## src/design/rtds_pkg.sv

```systemverilog
// Types and constants shared by the ready-to-drive supervisor modules.
`default_nettype none
package rtds_pkg;

    // Item kinds
    localparam logic FUNC_TICK  = 1'b0;
    localparam logic FUNC_FRAME = 1'b1;

    // Configuration register indexes
    localparam int CFG_ADDR_W = 3;
    localparam int CFG_DATA_W = 16;
    localparam logic [CFG_ADDR_W-1:0] CFG_TX_ID       = 3'd0;
    localparam logic [CFG_ADDR_W-1:0] CFG_STATUS_REG  = 3'd1;
    localparam logic [CFG_ADDR_W-1:0] CFG_SPEED_REG   = 3'd2;
    localparam logic [CFG_ADDR_W-1:0] CFG_VOLTAGE_REG = 3'd3;
    localparam logic [CFG_ADDR_W-1:0] CFG_HOLD        = 3'd4;
    localparam logic [CFG_ADDR_W-1:0] CFG_PENDING     = 3'd5;
    localparam logic [CFG_ADDR_W-1:0] CFG_BUZZER      = 3'd6;
    localparam logic [CFG_ADDR_W-1:0] CFG_REISSUE     = 3'd7;

    // Status word bit positions
    localparam int STATUS_ENABLE_BIT = 0;
    localparam int STATUS_READY_BIT  = 2;
    localparam int STATUS_FAULT_BIT  = 6;

    localparam logic [3:0] MIN_FRAME_LEN = 4'd3;

    typedef struct packed {
        logic        func;
        logic [10:0] frame_id;
        logic [3:0]  frame_len;
        logic [7:0]  reg_byte;
        logic [15:0] data_word;
        logic        brake_pressed;
        logic        button_pressed;
    } in_t;

    typedef struct packed {
        logic               ready_out;
        logic               fault_out;
        logic               pending_out;
        logic               buzzer_out;
        logic [15:0]        status_out;
        logic signed [15:0] speed_out;
        logic [15:0]        bus_voltage_out;
        logic               enable_cmd;
        logic               reissue_cmd;
    } out_t;

    typedef struct packed {
        logic [10:0] inverter_tx_id;
        logic [7:0]  status_reg;
        logic [7:0]  speed_reg;
        logic [7:0]  bus_voltage_reg;
        logic [15:0] hold_ticks;
        logic [15:0] pending_timeout_ticks;
        logic [15:0] buzzer_ticks;
        logic [15:0] reissue_ticks;
    } cfg_t;

endpackage
`default_nettype wire

```

## src/design/rtds_cfg.sv

```systemverilog
// Configuration register file of the ready-to-drive supervisor.
`default_nettype none
module rtds_cfg (
    input  wire logic                           aclk,
    input  wire logic                           aresetn,
    input  wire logic                           cfg_we,
    input  wire logic [rtds_pkg::CFG_ADDR_W-1:0] cfg_addr,
    input  wire logic [rtds_pkg::CFG_DATA_W-1:0] cfg_wdata,
    output rtds_pkg::cfg_t                      cfg
);

    rtds_pkg::cfg_t cfg_reg;

    always_ff @(posedge aclk) begin
        if (!aresetn) begin
            cfg_reg.inverter_tx_id        <= 11'd385;
            cfg_reg.status_reg            <= 8'd64;
            cfg_reg.speed_reg             <= 8'd48;
            cfg_reg.bus_voltage_reg       <= 8'd235;
            cfg_reg.hold_ticks            <= 16'd1000;
            cfg_reg.pending_timeout_ticks <= 16'd2000;
            cfg_reg.buzzer_ticks          <= 16'd3000;
            cfg_reg.reissue_ticks         <= 16'd5000;
        end else if (cfg_we) begin
            unique case (cfg_addr)
                rtds_pkg::CFG_TX_ID:       cfg_reg.inverter_tx_id <= cfg_wdata[10:0];
                rtds_pkg::CFG_STATUS_REG:  cfg_reg.status_reg <= cfg_wdata[7:0];
                rtds_pkg::CFG_SPEED_REG:   cfg_reg.speed_reg <= cfg_wdata[7:0];
                rtds_pkg::CFG_VOLTAGE_REG: cfg_reg.bus_voltage_reg <= cfg_wdata[7:0];
                rtds_pkg::CFG_HOLD:        cfg_reg.hold_ticks <= cfg_wdata;
                rtds_pkg::CFG_PENDING:     cfg_reg.pending_timeout_ticks <= cfg_wdata;
                rtds_pkg::CFG_BUZZER:      cfg_reg.buzzer_ticks <= cfg_wdata;
                rtds_pkg::CFG_REISSUE:     cfg_reg.reissue_ticks <= cfg_wdata;
                default: ;
            endcase
        end
    end

    assign cfg = cfg_reg;

endmodule
`default_nettype wire

```

## src/design/rtds_core.sv

```systemverilog
// Supervisor state and the single-pass update for one tick or frame.
`default_nettype none
module rtds_core (
    input  wire logic    aclk,
    input  wire logic    aresetn,
    input  wire logic    fire,
    input  wire rtds_pkg::in_t  item,
    input  wire rtds_pkg::cfg_t cfg,
    output rtds_pkg::out_t result
);

    logic        ready_reg, fault_reg, pending_reg, holding_reg, buzzer_reg;
    logic [15:0] hold_cnt_reg, pend_cnt_reg, buzz_cnt_reg, reissue_cnt_reg;
    logic [15:0] status_reg, speed_reg, voltage_reg;

    logic        ready_next, fault_next, pending_next, holding_next, buzzer_next;
    logic [15:0] hold_cnt_next, pend_cnt_next, buzz_cnt_next, reissue_cnt_next;
    logic [15:0] status_next, speed_next, voltage_next;
    logic        enable_cmd, reissue_cmd;
    logic [15:0] buzz_inc;

    function automatic logic [15:0] sat_inc(input logic [15:0] v);
        return (v == 16'hFFFF) ? v : v + 16'd1;
    endfunction

    always_comb begin
        ready_next       = ready_reg;
        fault_next       = fault_reg;
        pending_next     = pending_reg;
        holding_next     = holding_reg;
        buzzer_next      = buzzer_reg;
        hold_cnt_next    = hold_cnt_reg;
        pend_cnt_next    = pend_cnt_reg;
        buzz_cnt_next    = buzz_cnt_reg;
        reissue_cnt_next = reissue_cnt_reg;
        status_next      = status_reg;
        speed_next       = speed_reg;
        voltage_next     = voltage_reg;
        enable_cmd       = 1'b0;
        reissue_cmd      = 1'b0;
        buzz_inc         = sat_inc(buzz_cnt_reg);

        if (item.func == rtds_pkg::FUNC_FRAME) begin
            if (item.frame_id == cfg.inverter_tx_id &&
                item.frame_len >= rtds_pkg::MIN_FRAME_LEN) begin
                if (item.reg_byte == cfg.status_reg) begin
                    status_next = item.data_word;
                    fault_next  = item.data_word[rtds_pkg::STATUS_FAULT_BIT];
                    if (item.data_word[rtds_pkg::STATUS_FAULT_BIT]) begin
                        ready_next    = 1'b0;
                        pending_next  = 1'b0;
                        pend_cnt_next = '0;
                        buzzer_next   = 1'b0;
                        buzz_cnt_next = '0;
                    end else if (item.data_word[rtds_pkg::STATUS_ENABLE_BIT] &&
                                 item.data_word[rtds_pkg::STATUS_READY_BIT]) begin
                        if (!ready_reg) begin
                            ready_next    = 1'b1;
                            pending_next  = 1'b0;
                            pend_cnt_next = '0;
                            buzzer_next   = 1'b1;
                            buzz_cnt_next = '0;
                        end
                    end else if (ready_reg) begin
                        ready_next    = 1'b0;
                        pend_cnt_next = '0;
                        buzzer_next   = 1'b0;
                        buzz_cnt_next = '0;
                    end
                end else if (item.reg_byte == cfg.speed_reg) begin
                    speed_next = item.data_word;
                end else if (item.reg_byte == cfg.bus_voltage_reg) begin
                    voltage_next = item.data_word;
                end
            end
        end else begin
            if (pending_reg) begin
                if (pend_cnt_reg >= cfg.pending_timeout_ticks) begin
                    pending_next  = 1'b0;
                    pend_cnt_next = '0;
                end else begin
                    pend_cnt_next = sat_inc(pend_cnt_reg);
                end
            end
            if (reissue_cnt_reg >= cfg.reissue_ticks) begin
                reissue_cmd      = 1'b1;
                reissue_cnt_next = '0;
            end else begin
                reissue_cnt_next = sat_inc(reissue_cnt_reg);
            end
            if (buzzer_reg) begin
                if (buzz_inc >= cfg.buzzer_ticks) begin
                    buzzer_next   = 1'b0;
                    buzz_cnt_next = '0;
                end else begin
                    buzz_cnt_next = buzz_inc;
                end
            end
            if (holding_reg) begin
                hold_cnt_next = sat_inc(hold_cnt_reg);
            end
            // pending_next here already reflects the timeout above
            if (!ready_reg) begin
                if (fault_reg || pending_next || !item.brake_pressed ||
                    !item.button_pressed) begin
                    holding_next = 1'b0;
                end else begin
                    if (!holding_reg) begin
                        holding_next  = 1'b1;
                        hold_cnt_next = '0;
                    end
                    if (hold_cnt_next >= cfg.hold_ticks) begin
                        enable_cmd    = 1'b1;
                        pending_next  = 1'b1;
                        pend_cnt_next = '0;
                        holding_next  = 1'b0;
                    end
                end
            end
        end
    end

    always_ff @(posedge aclk) begin
        if (!aresetn) begin
            ready_reg       <= 1'b0;
            fault_reg       <= 1'b0;
            pending_reg     <= 1'b0;
            holding_reg     <= 1'b0;
            buzzer_reg      <= 1'b0;
            hold_cnt_reg    <= '0;
            pend_cnt_reg    <= '0;
            buzz_cnt_reg    <= '0;
            reissue_cnt_reg <= '0;
            status_reg      <= '0;
            speed_reg       <= '0;
            voltage_reg     <= '0;
        end else if (fire) begin
            ready_reg       <= ready_next;
            fault_reg       <= fault_next;
            pending_reg     <= pending_next;
            holding_reg     <= holding_next;
            buzzer_reg      <= buzzer_next;
            hold_cnt_reg    <= hold_cnt_next;
            pend_cnt_reg    <= pend_cnt_next;
            buzz_cnt_reg    <= buzz_cnt_next;
            reissue_cnt_reg <= reissue_cnt_next;
            status_reg      <= status_next;
            speed_reg       <= speed_next;
            voltage_reg     <= voltage_next;
        end
    end

    always_comb begin
        result.ready_out       = ready_next;
        result.fault_out       = fault_next;
        result.pending_out     = pending_next;
        result.buzzer_out      = buzzer_next;
        result.status_out      = status_next;
        result.speed_out       = speed_next;
        result.bus_voltage_out = voltage_next;
        result.enable_cmd      = enable_cmd;
        result.reissue_cmd     = reissue_cmd;
    end

endmodule
`default_nettype wire

```

## src/design/ready_to_drive_supervisor.sv

```systemverilog
// Ready-to-drive supervisor: top level with input and result registers.
//
// Usage:
//   s_valid/s_ready/s_data carry items: a 1 ms tick (func = 0) with the brake
//   and button levels, or a received CAN frame (func = 1). Every accepted item
//   yields exactly one result beat on m_valid/m_ready/m_data with the flags,
//   stored status/speed/voltage words and the enable/reissue command pulses.
//   m_valid rises once an accepted item has passed the input register and then
//   the result register. One item per cycle is sustained while m_ready stays
//   high. The single-pass flag and counter update sits between the two registers.
//   When the receiver stalls, the result register holds its beat and the
//   input register still takes one more item; s_ready drops only when both
//   are full.
//   cfg_we/cfg_addr/cfg_wdata write one configuration register per cycle;
//   write only while no item is in flight.
//   aresetn (synchronous, active low) clears all flags, counters and stored
//   words, empties both registers and loads the default configuration.
`default_nettype none
module ready_to_drive_supervisor (
    input  wire logic                            aclk,
    input  wire logic                            aresetn,
    input  wire logic                            s_valid,
    output logic                                 s_ready,
    input  wire rtds_pkg::in_t                   s_data,
    output logic                                 m_valid,
    input  wire logic                            m_ready,
    output rtds_pkg::out_t                       m_data,
    input  wire logic                            cfg_we,
    input  wire logic [rtds_pkg::CFG_ADDR_W-1:0] cfg_addr,
    input  wire logic [rtds_pkg::CFG_DATA_W-1:0] cfg_wdata
);

    logic           in_valid_reg;
    rtds_pkg::in_t  in_data_reg;
    logic           out_valid_reg;
    rtds_pkg::out_t out_data_reg;
    rtds_pkg::cfg_t cfg;
    rtds_pkg::out_t core_result;
    logic           out_load;

    assign out_load = in_valid_reg && (!out_valid_reg || m_ready);
    assign s_ready  = !in_valid_reg || out_load;

    rtds_cfg u_cfg (
        .aclk      (aclk),
        .aresetn   (aresetn),
        .cfg_we    (cfg_we),
        .cfg_addr  (cfg_addr),
        .cfg_wdata (cfg_wdata),
        .cfg       (cfg)
    );

    rtds_core u_core (
        .aclk    (aclk),
        .aresetn (aresetn),
        .fire    (out_load),
        .item    (in_data_reg),
        .cfg     (cfg),
        .result  (core_result)
    );

    always_ff @(posedge aclk) begin
        if (!aresetn) begin
            in_valid_reg <= 1'b0;
        end else if (s_valid && s_ready) begin
            in_valid_reg <= 1'b1;
        end else if (out_load) begin
            in_valid_reg <= 1'b0;
        end
    end

    always_ff @(posedge aclk) begin
        if (s_valid && s_ready) begin
            in_data_reg <= s_data;
        end
    end

    always_ff @(posedge aclk) begin
        if (!aresetn) begin
            out_valid_reg <= 1'b0;
        end else if (out_load) begin
            out_valid_reg <= 1'b1;
        end else if (m_ready) begin
            out_valid_reg <= 1'b0;
        end
    end

    always_ff @(posedge aclk) begin
        if (out_load) begin
            out_data_reg <= core_result;
        end
    end

    assign m_valid = out_valid_reg;
    assign m_data  = out_data_reg;

`ifndef NO_ASSERTIONS
    // confirmation clears a pending request, and requests are only raised while not ready
    a_ready_not_pending: assert property (@(posedge aclk) disable iff (!aresetn)
        m_valid |-> !(m_data.ready_out && m_data.pending_out))
        else $error("ready and pending both set");

    // buzzer only sounds while ready is held
    a_buzzer_needs_ready: assert property (@(posedge aclk) disable iff (!aresetn)
        (m_valid && m_data.buzzer_out) |-> m_data.ready_out)
        else $error("buzzer without ready");

    a_enable_sets_pending: assert property (@(posedge aclk) disable iff (!aresetn)
        (m_valid && m_data.enable_cmd) |-> (m_data.pending_out && !m_data.ready_out))
        else $error("enable command without pending request");

    // a result beat is only produced from a held input item
    a_load_from_input: assert property (@(posedge aclk) disable iff (!aresetn)
        (m_valid && !$past(m_valid)) |-> $past(in_valid_reg))
        else $error("result beat without input item");
`endif

endmodule
`default_nettype wire
```

## config.mk

```make
export PLATFORM = sky130hd
export DESIGN_NAME = ready_to_drive_supervisor
export DESIGN_NICKNAME = d
export VERILOG_FILES = /design/src/design/rtds_pkg.sv /design/src/design/rtds_cfg.sv /design/src/design/rtds_core.sv /design/src/design/ready_to_drive_supervisor.sv
export SDC_FILE = /design/constraint.sdc
export NUM_CORES = 1
export LEC_CHECK = 0
export ABC_AREA = 1
export BUFFER_PORTS_ARGS = -buffer_cell sky130_fd_sc_hd__buf_2
export CAP_MARGIN = 20
export CORE_MARGIN = 10
export CORE_UTILIZATION = 38
export DETAILED_ROUTE_END_ITERATION = 7
export PLACE_DENSITY_LB_ADDON = 0.12
export SLEW_MARGIN = 20
export SYNTH_ARGS = -nofsm -noshare
export SYNTH_HDL_FRONTEND = slang
export SYNTH_HIERARCHICAL = 1
export SYNTH_SLANG_ARGS = --single-unit
```

## constraint.sdc

```tcl
create_clock -name aclk -period 4.9 [get_ports aclk]
set_clock_uncertainty 0.2 [all_clocks]
set_input_delay 0.245 -clock aclk [delete_from_list [all_inputs] [get_ports aclk]]
set_output_delay 0.245 -clock aclk [all_outputs]
set_load 0.02 [all_outputs]
```

# Word-level counts from Yosys, hierarchy flattened
# Index checks and enable logic that the tools add are counted.
# classes
order_cmp	5
muxes	76
add_sub_neg	4
bitwise	2
eq_ne	20
reduce_logical	31
# ops
cell	count
16-bit 2-to-1 mux	39
16-bit by 1-bit adder with 16-bit output, second input constant	4
16-bit equality test, second input constant	4
16-bit greater-or-equal comparator	4
1-bit 2-to-1 mux	37
8-bit equality test	3
2-bit AND reduction	9
3-bit equality test, second input constant	4
11-bit equality test	1
3-bit by 2-bit equality test with 1-bit output, second input constant	2
2-bit by 1-bit != test with 1-bit output, second input constant	3
3-bit AND reduction	2
6-bit AND reduction	1
2-bit nonzero test	3
1-bit logical OR	5
5-bit AND reduction	1
4-bit by 2-bit greater-or-equal comparator with 1-bit output, second input constant	1
1-bit logical AND	4
1-bit logical NOT	4
4-bit by 2-bit != test with 1-bit output, second input constant	1
4-bit != test, second input constant	1
3-bit by 1-bit equality test with 1-bit output, second input constant	1
3-bit logical NOT	1
3-bit OR reduction	1
1-bit inverter	2
# word_totals
ff_bits	314
word_cells	176

# Longest topological paths before layout
# depth
depth_word	15
depth_mapped	28

# By module
# The synthesis kept the hierarchy.
# modules_own_cells
module	n_inst	cells_each	area_each_um2	seq_area_each_um2
rtds_core	1	1523	9387.8	2342.2
rtds_cfg	1	532	3813.7	1981.9
ready_to_drive_supervisor	1	109	2977.9	2922.8

# Worst setup path before layout
# No wires, ideal clock.
# synth_timing
kind	register -> register
start	register out_valid_reg, in the netlist m_valid
end	register u_core.buzz_cnt_reg[1]
setup_ns	0.072
path_stages_with_launch	10
t_arrival_ns	4.714
required_ns	4.628
path_slack_ns	-0.086
cell_sequence	dfxtp_1 a21oi_1 buf_2 inv_2 nor2_2 inv_2 nor2_2 buf_2 nand4_1 a21oi_1
# synth_via
elab_chain_len	4
# synth_lines
item	line	rtl
start: declaration	ready_to_drive_supervisor.sv:35	logic out_valid_reg;
start signal: assignment	ready_to_drive_supervisor.sv:80	out_valid_reg <= 1'b0;
start signal: assignment	ready_to_drive_supervisor.sv:82	out_valid_reg <= 1'b1;
start signal: assignment	ready_to_drive_supervisor.sv:84	out_valid_reg <= 1'b0;
1-bit logical NOT	ready_to_drive_supervisor.sv:41	assign out_load = in_valid_reg && (!out_valid_reg || m_ready);
1-bit logical OR	ready_to_drive_supervisor.sv:41	
1-bit logical AND	ready_to_drive_supervisor.sv:41	
via out_load	ready_to_drive_supervisor.sv:39	logic out_load;
6-bit AND reduction (no line)	-	
end signal: assignment	rtds_core.sv:145	buzz_cnt_reg <= buzz_cnt_next;
end: declaration	rtds_core.sv:13	logic [15:0] hold_cnt_reg, pend_cnt_reg, buzz_cnt_reg, reissue_cnt_reg;
# The timed path passes the listed nets, and every way through them passes these cells.
# A chain may end at the register's enable or synchronous reset.

==> results.md <==
* Worst path slowest cell: sky130_fd_sc_hd__nand3_1
* Worst hold path class: in2reg
* Maximum clock path buffer count at 3
* CTS tree: built
* Count of distinct cell types in the synthesized netlist at 43
* Die area at 0.0512 mm^2
* Critical path destination: u_core/buzzer_reg$_SDFFE_PN0P_
* Worst-Margin Slew at 1.05 ns
* Area added between synthesis and finish at 17.9%
* Iteration-0 DRC Markers at 922
* Global router's overall resource usage at 0.171
* Final number of hold-violating endpoints at 0
* Root Buffer: sky130_fd_sc_hd__clkbuf_16
* Kind of end point of the critical path: flip-flop
* Cell-internal power at 4620 uW
* Overall overflow remaining after global route at 0
* Synthesis warning total at 6
* Logic pwr share at 0.086
* # resized after CTS at 0
* Final design area excluding fillers at 0.0191 mm^2
* Share of synthesized area occupied by flip-flops and latches at 0.448
* Synthesized instance count at 2,164
* Starting Density at 0.385
* Share of post-route cells with drive strength above 1 at 0.102
* Max transition margin at 0.298
* P per Cell Area at 323 mW/mm^2
* Final wirelength at 43.8 mm
* Vias per inst at 4.84
* Maximum number of pins on one net before global-route repair at 102
* Number of synthesized register bits at 314
* Fill cell total of the finished layout at 4,275
* Fmax at 259 MHz
* Max-slew violation count at 0
* Maximum resistive drop on vdd at 0.232 mV
* Per-cell routed wire length at 15.1 um
* Die X-Extent at 226 um
* Setup total negative slack at 0 ns
* Die extent in y at 226 um
* R2r endpoint: u_core/buzzer_reg$_SDFFE_PN0P_
* Outcome: finished, final reports clean
* Clock buffers created by TritonCTS at 38
* Htree depth at 2
* Clock group share of total power at 0.451
* Largest fanout on the critical path at 17
* Combined area of the multi-input logic cells at 0.00752 mm^2
* Slack of the worst reg-to-reg path at 1.03 ns
* Worst Reg2Reg Path Length in Cells at 15
* Number of buffers inserted by port buffering at 121
* R2R Path Start: u_core/buzz_cnt_reg[0]$_SDFFE_PN0P_
* Vias after detailed routing at 14,000
* Area of the core at 0.0420 mm^2
* Ratio of final minimum period to clock period at 0.789
* Post-synthesis area per instance at 7.48 um^2
* Path type of the worst setup path: reg2reg
* Global-route wire length before repair at 71.2 mm
* Number of max-capacitance violations reported at 0
* Number of detailed-routing iterations run before antenna repair at 5
* Clock insertion delay at the later pin of the skew report at 0.57 ns
* Count of boundary I/O pins at 122
* Remaining antenna violation count after routing at 0
* Most numerous cell on the critical path: sky130_fd_sc_hd__nand2_1
* Total setup violations reported at the end of the flow at 0
* Seq. cell area at 0.00725 mm^2
* RSZ-0062 raised after global routing: no
* Site row count at 75
* Data required time of the critical path at 5.14 ns
* Max FFs per register at 99
* Final Total Pwr at 6170 uW
* Placed cell areas at 0.0172 mm^2
* Antenna cell count at 0
* LEAKAGE at 0.00869 uW
* Register share of total power at 0.463
* Synthesized cell area at 0.0162 mm^2
* Syn nets at 2,298
* Hold Worst Slack at 0.180 ns
* Delay contributed by the slowest stage of the critical path at 0.61 ns
* RePlAce Congestion at 0.883
* Data arrival time at the worst-slack endpoint at 4.11 ns
* Fraction of power spent switching nets at 0.251
* Post-layout net count at 2,458
* Clock period minus worst slack at 3.87 ns
* Cell breakdown of the critical path: ha_1 -> and3_1 -> nand2_1 -> inv_1 -> nand2_1 -> nand3_1 -> xor2_1 -> ha_1 -> nand2_1 -> nor3_1 -> nand3_1 -> nand3_1 -> nand2_1 -> o21ai_0 -> inv_1
* Detailed-placement wirelength estimate at 30.5 mm
* Clk slew on worst S/H paths at 0.06 ns
* Via count of the first global-routing pass at 13,600
* CP startpoint kind: flip-flop
* Setup crit start: u_core/buzz_cnt_reg[0]$_SDFFE_PN0P_
* Net load switching power at 1550 uW
* Antenna violations before repair at 0
* Number of sinks driven by the clock tree at 314
* Post-route DRC violation count at 0
* Post-CTS Repair Setup Buffers at 0
[synthesized netlist by cell type, drive strengths merged]
master | instances | area share
nand2 | 508 | 0.12
o21a | 7 | 0.0032
nor2 | 346 | 0.085
nor3b | 2 | 0.00093
edfxtp | 96 | 0.18
nand4 | 42 | 0.017
nor4b | 1 | 0.0015
nor4 | 4 | 0.0015
clkinv | 3 | 0.00070
and3 | 2 | 0.00077
nand3 | 224 | 0.070
ha | 68 | 0.053
a21boi | 1 | 0.00046
clkbuf | 33 | 0.0077
o21bai | 3 | 0.0014
nor3 | 8 | 0.0025
xnor2 | 41 | 0.022
xor2 | 30 | 0.016
a21o | 2 | 0.00093
o211ai | 3 | 0.0014
a211oi | 1 | 0.00046
dfxtp | 218 | 0.27
o21ai | 71 | 0.022
nand3b | 2 | 0.00093
or2 | 4 | 0.0015
o22ai | 2 | 0.00077
inv | 267 | 0.062
a21oi | 125 | 0.041
buf | 50 | 0.017
[cell type report]
type                            instances  area share
Multi-Input combinational cell       1497       0.394
Sequential cell                       314       0.380
Timing Repair Buffer                  203      0.0730
Clock buffer                           58      0.0564
Inverter                              270      0.0532
Tap cell                              539      0.0353
Clock inverter                         11     0.00793
[timing repair]
action / 4_1_cts / 5_1_grt
setup endpoints to repair: 0 / 0
hold buffers: 68 / 0
hold endpoints to repair: 131 / 0
[power by group through the flow]
stage	sequential (uW)	combinational, uW	clock, uW
floorplan	2920	316	0
global placement	2910	482	0
detailed placement	2910	490	0
CTS	2860	533	2860
global route	2870	602	2970
finish	2860	529	2780
[placed cells by master, fill, tap and decap left out, drive strengths merged, types with 71 or more instances in the layout]
master	instances
o21ai	71
a21oi	125
buf	135
nand3	224
dfxtp	218
nand2	508
nor2	346
edfxtp	96
inv	269
[worst max-delay path, delay by kind of cell, from the launching register on]
| family | cells | cell delay [ns] |
|---|---|---|
| buf+inv | 2 | 0.11 |
| fa+ha+maj | 2 | 0.53 |
| xor+xnor | 1 | 0.20 |
| flops | 1 | 0.34 |
| simple gates | 9 | 2.23 |
| compound gates | 1 | 0.15 |
[metrics by stage]
step	utilization	std cells	setup WS, ns
final	0.454	2892	1.03
after CTS	0.454	2892	1.01
after global placement	0.409	2755	1.08
after detailed placement	0.409	2755	1.01
after global routing	0.454	2892	0.645
after floorplan	-	2164	1.21
[metal layers]
layer  GRT usage  routed length, um
met1       0.216              19900
met2       0.291              20800
met3      0.0337               2160
met4      0.0478                912
met5           0                  0
[worst min-delay path by stage]
stage                          start                         to  cells after the start
after global placement    s_data[39]  in_data_reg[39]$_DFFE_PP_                      1
after floorplan            s_data[0]   in_data_reg[0]$_DFFE_PP_                      0
after detailed placement  s_data[35]  in_data_reg[35]$_DFFE_PP_                      1
after global routing      s_data[30]  in_data_reg[30]$_DFFE_PP_                      2
after CTS                 s_data[27]  in_data_reg[27]$_DFFE_PP_                      2
final                     s_data[37]  in_data_reg[37]$_DFFE_PP_                      2
[cells by family after synthesis]
group | synth area share
adder cells (fa/ha/maj) | 0.0526
flip-flops | 0.448
buffers and inverters | 0.0877
AND/OR/NAND/NOR | 0.302
XOR/XNOR | 0.0384
AO/OA/AOI/OAI | 0.0718
No activity file was read; power rests on OpenSTA's default activity.
